## src/rlce_div_cell.sv

```systemverilog
// One restoring-division step: shifts in a dividend bit, subtracts the divisor
// when it fits and appends the quotient bit. No package dependency.
module rlce_div_cell #(
  parameter int CELLS = 17,
  parameter int RW    = 34,
  parameter int LANES = 1,
  parameter int SW    = 1
) (
  input  logic                              clk_i,
  input  logic                              rst_ni,
  input  logic                              en_i,
  input  logic                              valid_i,
  input  logic [LANES-1:0][RW-1:0]          rem_i,
  input  logic [LANES-1:0][CELLS-1:0]       bits_i,
  input  logic [LANES-1:0][CELLS-1:0]       quot_i,
  input  logic [RW-1:0]                     div_i,
  input  logic [SW-1:0]                     side_i,
  output logic                              valid_o,
  output logic [LANES-1:0][RW-1:0]          rem_o,
  output logic [LANES-1:0][CELLS-1:0]       bits_o,
  output logic [LANES-1:0][CELLS-1:0]       quot_o,
  output logic [RW-1:0]                     div_o,
  output logic [SW-1:0]                     side_o
);

  logic                        valid_q;
  logic [LANES-1:0][RW-1:0]    rem_d, rem_q;
  logic [LANES-1:0][CELLS-1:0] bits_d, bits_q;
  logic [LANES-1:0][CELLS-1:0] quot_d, quot_q;
  logic [RW-1:0]               div_q;
  logic [SW-1:0]               side_q;

  for (genvar l = 0; l < LANES; l++) begin : g_lane
    logic [RW:0]   rem2;
    logic [RW+1:0] diff;
    logic          fits;
    assign rem2       = {rem_i[l], bits_i[l][CELLS-1]};
    assign diff       = {1'b0, rem2} - {2'b00, div_i};
    assign fits       = ~diff[RW+1];
    assign rem_d[l]   = fits ? diff[RW-1:0] : rem2[RW-1:0];
    assign bits_d[l]  = {bits_i[l][CELLS-2:0], 1'b0};
    assign quot_d[l]  = {quot_i[l][CELLS-2:0], fits};
  end

  always_ff @(posedge clk_i or negedge rst_ni) begin
    if (!rst_ni) begin
      valid_q <= 1'b0;
    end else if (en_i) begin
      valid_q <= valid_i;
    end
  end

  always_ff @(posedge clk_i) begin
    if (en_i) begin
      rem_q  <= rem_d;
      bits_q <= bits_d;
      quot_q <= quot_d;
      div_q  <= div_i;
      side_q <= side_i;
    end
  end

  assign valid_o = valid_q;
  assign rem_o   = rem_q;
  assign bits_o  = bits_q;
  assign quot_o  = quot_q;
  assign div_o   = div_q;
  assign side_o  = side_q;

endmodule

```

## src/rlce_div_chain.sv

```systemverilog
// Row of division cells, one quotient bit per cell, one cell per cycle while en_i is high.
// Depends on rlce_div_cell.
module rlce_div_chain #(
  parameter int CELLS = 17,
  parameter int RW    = 34,
  parameter int LANES = 1,
  parameter int SW    = 1
) (
  input  logic                        clk_i,
  input  logic                        rst_ni,
  input  logic                        en_i,
  input  logic                        valid_i,
  input  logic [LANES-1:0][RW-1:0]    rem_i,
  input  logic [LANES-1:0][CELLS-1:0] bits_i,
  input  logic [RW-1:0]               div_i,
  input  logic [SW-1:0]               side_i,
  output logic                        valid_o,
  output logic [LANES-1:0][CELLS-1:0] quot_o,
  output logic [SW-1:0]               side_o
);

  logic [CELLS:0]                          v_s;
  logic [CELLS:0][LANES-1:0][RW-1:0]       rem_s;
  logic [CELLS:0][LANES-1:0][CELLS-1:0]    bits_s;
  logic [CELLS:0][LANES-1:0][CELLS-1:0]    quot_s;
  logic [CELLS:0][RW-1:0]                  div_s;
  logic [CELLS:0][SW-1:0]                  side_s;

  assign v_s[0]    = valid_i;
  assign rem_s[0]  = rem_i;
  assign bits_s[0] = bits_i;
  assign quot_s[0] = '0;
  assign div_s[0]  = div_i;
  assign side_s[0] = side_i;

  for (genvar k = 0; k < CELLS; k++) begin : g_cell
    rlce_div_cell #(
      .CELLS(CELLS), .RW(RW), .LANES(LANES), .SW(SW)
    ) u_cell (
      .clk_i   (clk_i),
      .rst_ni  (rst_ni),
      .en_i    (en_i),
      .valid_i (v_s[k]),
      .rem_i   (rem_s[k]),
      .bits_i  (bits_s[k]),
      .quot_i  (quot_s[k]),
      .div_i   (div_s[k]),
      .side_i  (side_s[k]),
      .valid_o (v_s[k+1]),
      .rem_o   (rem_s[k+1]),
      .bits_o  (bits_s[k+1]),
      .quot_o  (quot_s[k+1]),
      .div_o   (div_s[k+1]),
      .side_o  (side_s[k+1])
    );
  end

  assign valid_o = v_s[CELLS];
  assign quot_o  = quot_s[CELLS];
  assign side_o  = side_s[CELLS];

endmodule
```

## config.mk

```make
export PLATFORM = sky130hd
export DESIGN_NAME = rlce_div_chain
export DESIGN_NICKNAME = d
export VERILOG_FILES = /design/src/rlce_div_cell.sv /design/src/rlce_div_chain.sv
export SDC_FILE = /design/constraint.sdc
export NUM_CORES = 2
export LEC_CHECK = 0
export BUFFER_PORTS_ARGS = -buffer_cell sky130_fd_sc_hd__buf_2
export CAP_MARGIN = 20
export CORE_MARGIN = 1.5
export CORE_UTILIZATION = 40
export CTS_CLUSTER_DIAMETER = 200
export CTS_CLUSTER_SIZE = 16
export DETAILED_ROUTE_END_ITERATION = 7
export HOLD_SLACK_MARGIN = 0.12
export PLACE_DENSITY = 0.61
export SLEW_MARGIN = 10
export SYNTH_ARGS = -nofsm -noshare
export SYNTH_HDL_FRONTEND = slang
export SYNTH_SLANG_ARGS = --single-unit
```

## constraint.sdc

```tcl
create_clock -name clk_i -period 3.3 [get_ports clk_i]
set_input_delay 0.165 -clock clk_i [delete_from_list [all_inputs] [get_ports clk_i]]
set_output_delay 0.165 -clock clk_i [all_outputs]
set_load 0.02 [all_outputs]
```

* Word level (Yosys, flattened, before mapping)
Index checks and enable logic that the tools add are counted.
** Word-level totals
- Register bits after elaboration :: 1411
- Logic and storage cells :: 149
** Operators by class
- Bitwise gates (word level) :: 17
- Multiplexer cells :: 16
- Add/subtract/negate cells :: 17
** Operators with widths (number)
- subtractor 35 x 34 -> 36 bit :: 17
- two-way mux 34 bit :: 16
- NOT 1 bit :: 17

* Depth between registers and ports, before layout
- Depth after elaboration :: 2
- Depth in mapped cells :: 15
- Mapped depth without buffers :: 14

* Cells and area by module
From an unflattened synthesis, not the netlist that was laid out.
** Unflattened totals
- Cells, all modules :: 7629
- Area, all modules :: 94214.1 um^2
** Modules (own cells, without submodules)
- rlce_div_cell at g_cell[1].u_cell ... :: instances 8, cells each 454, area each 5465.2 um^2
- rlce_div_cell at g_cell[11].u_cell ... :: instances 6, cells each 444, area each 5617.9 um^2
- rlce_div_cell at g_cell[0].u_cell ... :: instances 2, cells each 445, area each 5745.5 um^2
- rlce_div_cell at g_cell[6].u_cell :: instances 1, cells each 442, area each 5290.1 um^2
- rlce_div_chain :: instances 1, cells each 1, area each 3.8 um^2

* Worst setup path after synthesis
No wires, ideal clock.
- Kind :: register to register
- Start :: reg g_cell[11].u_cell.bits_q, in the netlist g_cell[11].u_cell.bits_o[16]
- End :: reg g_cell[12].u_cell.rem_q, in the netlist g_cell[12].u_cell.rem_o[30] (data pin)
- Path slack :: -128 ps
- Setup time :: 259 ps
- Cell stages (with the launch flop) :: 15
- Arrival :: 3169 ps
- Cells stage by stage :: edfxtp_1 -> inv_1 -> ha_1 -> inv_1 -> fa_1 -> a21o_1 -> a21oi_1 -> nand2b_1 -> a211oi_1 -> o21ai_0 -> a31oi_1 -> o31a_1 -> a221oi_1 -> mux2_2 -> a211o_1
** RTL lines
- start, declared :: RTL line rlce_div_cell.sv:28 : logic [LANES-1:0][CELLS-1:0] bits_d, bits_q;
- start signal, assigned :: RTL line rlce_div_cell.sv:56 : bits_q <= bits_d;
- end signal, assigned :: RTL line rlce_div_cell.sv:55 : rem_q <= rem_d;
- end, declared :: RTL line rlce_div_cell.sv:27 : logic [LANES-1:0][RW-1:0] rem_d, rem_q;

==> tab_implementation.tex <==
\begin{tabular}{lr}
\hline
Metric & Value \\
\hline
\multicolumn{2}{l}{\textbf{Global routing}} \\
Number of global-route vias before repair & around 58000 \\
Sum of overflow across all layers after global routing & 0 \\
Maximum number of pins on one net before global-route repair & between 90 and 100 \\
Number of antenna violations at the first check in global routing & 2 \\
Overall fraction of global-route tracks in use & a little under a fifth \\
Global-route wire length before repair & 295.9 mm \\
\multicolumn{2}{l}{\textbf{Finish}} \\
Area of all placed cells without fillers & between 100000 and 150000 um2 \\
Share of post-route cells with drive strength above 1 & $\sim$28\% \\
Count of nets after finishing & 9060 \\
Layout area overhead & 29.17\% \\
\multicolumn{2}{l}{\textbf{Status}} \\
Result of the run & finished with violations \\
Violated checks & setup timing \\
\multicolumn{2}{l}{\textbf{Routing}} \\
Via count of the routed design & approximately 56000 \\
Antenna-violating nets left & 0 \\
Number of remaining DRC errors & 0 \\
WL final & between 150 and 200 mm \\
Router iterations before antenna repair & 7 \\
Routed vias/inst & 5.129 \\
Average detailed-routed wire length per instance & 18.09 um \\
Detailed router's first-iteration violation count & $\sim$2800 \\
\multicolumn{2}{l}{\textbf{STA}} \\
Final Hold Violating Endpoints & 0 \\
Minimum period implied by the final worst setup slack & 3.599 ns \\
Hold Worst Slack & 0.2104 ns \\
Final setup slack of the worst path & -0.2986 ns \\
Slew at the pin with the worst max-slew slack & between 0.7 and 0.8 ns \\
Final critical-path share of the clock period & 109.0\% \\
Setup Skew & roughly 0.044 ns \\
Fmax & 0.2779 GHz \\
Unrepaired setup endpoints after global routing & yes \\
Number of slew-limit violations in the final report & 0 \\
Setup-failing EPs final & 240 \\
Headroom to the max-slew limit & roughly 47\% \\
\multicolumn{2}{l}{\textbf{Place}} \\
Placed wire-length estimate after detailed placement & between 100 and 150 mm \\
Port Buf Inserts & $\sim$110 \\
Instance area at placement & 90610 um2 \\
Weighted congestion reported at the end of routability-driven placement & roughly 0.94 \\
\multicolumn{2}{l}{\textbf{CTS}} \\
Maximum root-to-sink buffer count & 3 \\
Reg clk slew, reported paths & $\sim$0.070 ns \\
Clk Latency, worst-skew pair & 0.79 ns \\
Sinks on the clock net & between 1000 and 1500 \\
TritonCTS clock tree & done \\
Number of buffers created by CTS & 98 \\
Root Buffer Master & sky130\_fd\_sc\_hd\_\_clkbuf\_16 \\
Htree depth & 3 \\
\multicolumn{2}{l}{\textbf{Critical path}} \\
Category of the worst setup path capture point & flip-flop \\
Worst reg2reg endpoint & g\_cell[15].u\_cell.rem\_o[1] \\
FF-to-FF path depth & 13 \\
First element of the critical path & g\_cell[14].u\_cell.rem\_o[9] \\
Maximum fanout encountered on the critical timing path & 7 \\
RR Startpoint & g\_cell[14].u\_cell.rem\_o[9] \\
Arrival time of data at the critical path endpoint & 4.12 ns \\
Delay contributed by the slowest stage of the critical path & roughly 0.41 ns \\
Required time at the endpoint of the critical path & 3.82 ns \\
Endpoint of the worst setup timing path & g\_cell[15].u\_cell.rem\_o[1] \\
Register-to-register setup slack & -0.30 ns \\
Slowest stage cell on the critical path & sky130\_fd\_sc\_hd\_\_edfxtp\_1 \\
Sequence of cells on the critical path & ha\_1, a21o\_1, a221oi\_2, buf\_4, o211ai\_1, or3\_1, o22ai\_2, o21ai\_1, buf\_4, o211ai\_1, and2\_4, buf\_12, mux2\_4 \\
Crit start category & flip-flop \\
Worst Path Class, Setup & reg2reg \\
\multicolumn{2}{l}{\textbf{Hold path}} \\
Worst hold path startpoint & div\_i[8] \\
Worst min-delay path class & in2reg \\
\multicolumn{2}{l}{\textbf{Die}} \\
Total Die Area & slightly below 200000 um2 \\
Die height & roughly 440 um \\
Die width & approximately 440 um \\
CORE AREA & around 190000 um2 \\
\# rows & around 160 \\
Boundary Pins & around 110 \\
Initial Util & between 40 and 50\% \\
\multicolumn{2}{l}{\textbf{Logic synthesis}} \\
Cell types occupying the most area after synthesis & sky130\_fd\_sc\_hd\_\_edfxtp\_1 54\%, sky130\_fd\_sc\_hd\_\_ha\_1 9.3\%, sky130\_fd\_sc\_hd\_\_inv\_1 3.4\%, sky130\_fd\_sc\_hd\_\_a21oi\_1 3.4\%, sky130\_fd\_sc\_hd\_\_xnor2\_1 2.9\% \\
Synthesized flop and latch total & roughly 1400 \\
Most used standard cells in the synthesized netlist & 1394 x sky130\_fd\_sc\_hd\_\_edfxtp\_1, 712 x sky130\_fd\_sc\_hd\_\_inv\_1, 577 x sky130\_fd\_sc\_hd\_\_ha\_1 \\
Post-synth EDFFs & 1394 \\
Yosys top cell area share & about 54\% \\
Synth unique cells & 101 \\
Number of synthesis warnings & 0 \\
Leading cell type by number of instances after synthesis & sky130\_fd\_sc\_hd\_\_edfxtp\_1 \\
Post-synthesis area per instance & roughly 12 um2 \\
Commonest register cell after synthesis & sky130\_fd\_sc\_hd\_\_edfxtp\_1 \\
Syn Std Cell Area & $\sim$78000 um2 \\
Number of standard cells after synthesis & between 6000 and 7000 \\
Sequential share of the synthesized area & 54.43\% \\
Proportion of register bits with asynchronous set or reset after synthesis & 1.205\% \\
Total nets after synthesis & roughly 7400 \\
Post-synth top area cell & sky130\_fd\_sc\_hd\_\_edfxtp\_1 \\
\multicolumn{2}{l}{\textbf{Pwr}} \\
Net switching power & 0.03545 W \\
Comb power frac & 57.2\% \\
Standby leakage power & 42.65 nW \\
Clock share of power & between 10\% and 20\% \\
Sequential fraction of design power & between 30\% and 40\% \\
Worst vdd rail ir drop & 0.0005186 V \\
Pwr per Cell Area & between 900 and 1000 nW/um2 \\
Internal & slightly below 0.06 W \\
Switching Fraction & between 30\% and 40\% \\
\multicolumn{2}{l}{\textbf{Flow run}} \\
Number of max-cap violations & 0 \\
\hline
\end{tabular}
## cells in the final DEF, fill, tap and decap left out, types with 37 or more instances in the layout
master / count
sky130_fd_sc_hd__edfxtp_1: 1394
sky130_fd_sc_hd__buf_4: 1275
sky130_fd_sc_hd__inv_1: 673
sky130_fd_sc_hd__ha_1: 521
sky130_fd_sc_hd__a21oi_1: 469
sky130_fd_sc_hd__nand2_1: 444
sky130_fd_sc_hd__nor2_1: 372
sky130_fd_sc_hd__o21ai_0: 323
sky130_fd_sc_hd__a21o_1: 271
sky130_fd_sc_hd__xnor2_1: 261
sky130_fd_sc_hd__xor2_1: 186
sky130_fd_sc_hd__dlygate4sd3_1: 135
sky130_fd_sc_hd__clkbuf_16: 119
sky130_fd_sc_hd__mux2_2: 115
sky130_fd_sc_hd__buf_2: 107
sky130_fd_sc_hd__mux2_4: 95
sky130_fd_sc_hd__nand2b_1: 84
sky130_fd_sc_hd__o21ai_2: 80
sky130_fd_sc_hd__o21a_1: 73
sky130_fd_sc_hd__nand3_1: 70
sky130_fd_sc_hd__nor3_1: 63
sky130_fd_sc_hd__nand4_1: 63
sky130_fd_sc_hd__o21bai_1: 61
sky130_fd_sc_hd__buf_12: 57
sky130_fd_sc_hd__nor2b_1: 55
sky130_fd_sc_hd__a21oi_2: 54
sky130_fd_sc_hd__and3_1: 51
sky130_fd_sc_hd__a31oi_1: 50
sky130_fd_sc_hd__buf_6: 44
sky130_fd_sc_hd__ha_4: 42
sky130_fd_sc_hd__a211oi_1: 39
sky130_fd_sc_hd__o211ai_1: 38
sky130_fd_sc_hd__inv_2: 37
## worst min-delay path by stage
stage | to | slack (ns) | depth (start not counted)
global placement | g_cell[0].u_cell.valid_o | 0.09 | 1
detailed placement | g_cell[0].u_cell.valid_o | 0.10 | 1
finish | g_cell[0].u_cell.div_o[8] | 0.21 | 3
CTS | g_cell[0].u_cell.div_o[8] | 0.13 | 3
floorplan | g_cell[0].u_cell.valid_o | -0.13 | 0
global route | g_cell[0].u_cell.div_o[8] | 0.19 | 3
## sequential cells by signal (all words and copies together) (netlist names)
name and count:
g_cell.u_cell.rem_o 544, g_cell.u_cell.side_o 17, g_cell.u_cell.bits_o 136, g_cell.u_cell.div_o 544
g_cell.u_cell.quot_o 153, g_cell.u_cell.valid_o 17
## worst max-delay path: cells and delay by family, from the launching register on
kind                     cells  cell delay (ns)
AND/OR/NAND/NOR              2             0.67
adder cells (fa/ha/maj)      1             0.32
flip-flops                   1             0.41
buffers and inverters        3             0.50
multiplexers                 1             0.29
AO/OA/AOI/OAI                6             1.16
## stage by stage
step	TNS, ns	total power, W	instances	setup slack [ns]	utilization (%)
after CTS	-26.56	0.09029	10820	-0.2055	50.54
final	-25.32	0.09448	10920	-0.2986	52.05
after global routing	-59.92	0.1005	10920	-0.3686	52.05
after detailed placement	-127.80	0.07432	10470	-0.7364	47.00
after global placement	-110.77	0.07355	10470	-0.7362	47.00
after floorplan	0	0.05684	6744	0.0003197	-
## area by class of cell
class,instances,area [um2]
flip-flops and latches,1411,42290
well taps,2526,3161
diodes,2,5.005
inverters,713,2695
repair buffers,1669,14230
multi-input cells,4484,35310
clock inverters,8,175.2
fillers,16520,92430
clock buffers,106,2482
## kinds of logic (layout without fill, tap and decap cells)
family,count (synthesis),after routing,synth area share [%]
compound gates,1809,1809,14.82
simple gates,1412,1412,8.428
flops,1411,1411,54.43
buf+inv,849,2496,4.228
fa+ha+maj,593,593,9.705
xor+xnor,447,447,5.040
mux,223,223,3.347
other cells,0,2,0
## what timing repair did
item | 4_1_cts | 5_1_grt
endpoints found under the hold margin | 165 | 0
pin swaps | 172 | 209
setup endpoints to repair | 466 | 521
gates resized for setup | 400 | 451
gates cloned | 13 | 26
hold buffers | 135 | 0
setup buffers | 105 | 87
## routing by layer
| layer | wire (um) | GRT usage [%] | vias up |
|---|---|---|---|
| met5 | 0 | 0 | - |
| met4 | 12910 | 10.12 | 0 |
| met3 | 4407 | 1.871 | 515 |
| met2 | 114200 | 39.87 | 896 |
| met1 | 65980 | 16.95 | 26680 |
| li1 | - | - | 27920 |
## power by group through the flow
stage / combinational, W / clock (W) / sequential [W]
floorplan: 0.0287 / 0 / 0.0281
global placement: 0.0444 / 0 / 0.0291
detailed placement: 0.0451 / 0 / 0.0292
CTS: 0.0495 / 0.0119 / 0.0289
global route: 0.0586 / 0.0125 / 0.0294
finish: 0.0540 / 0.0115 / 0.0290
No activity file was read; power rests on OpenSTA's default activity.
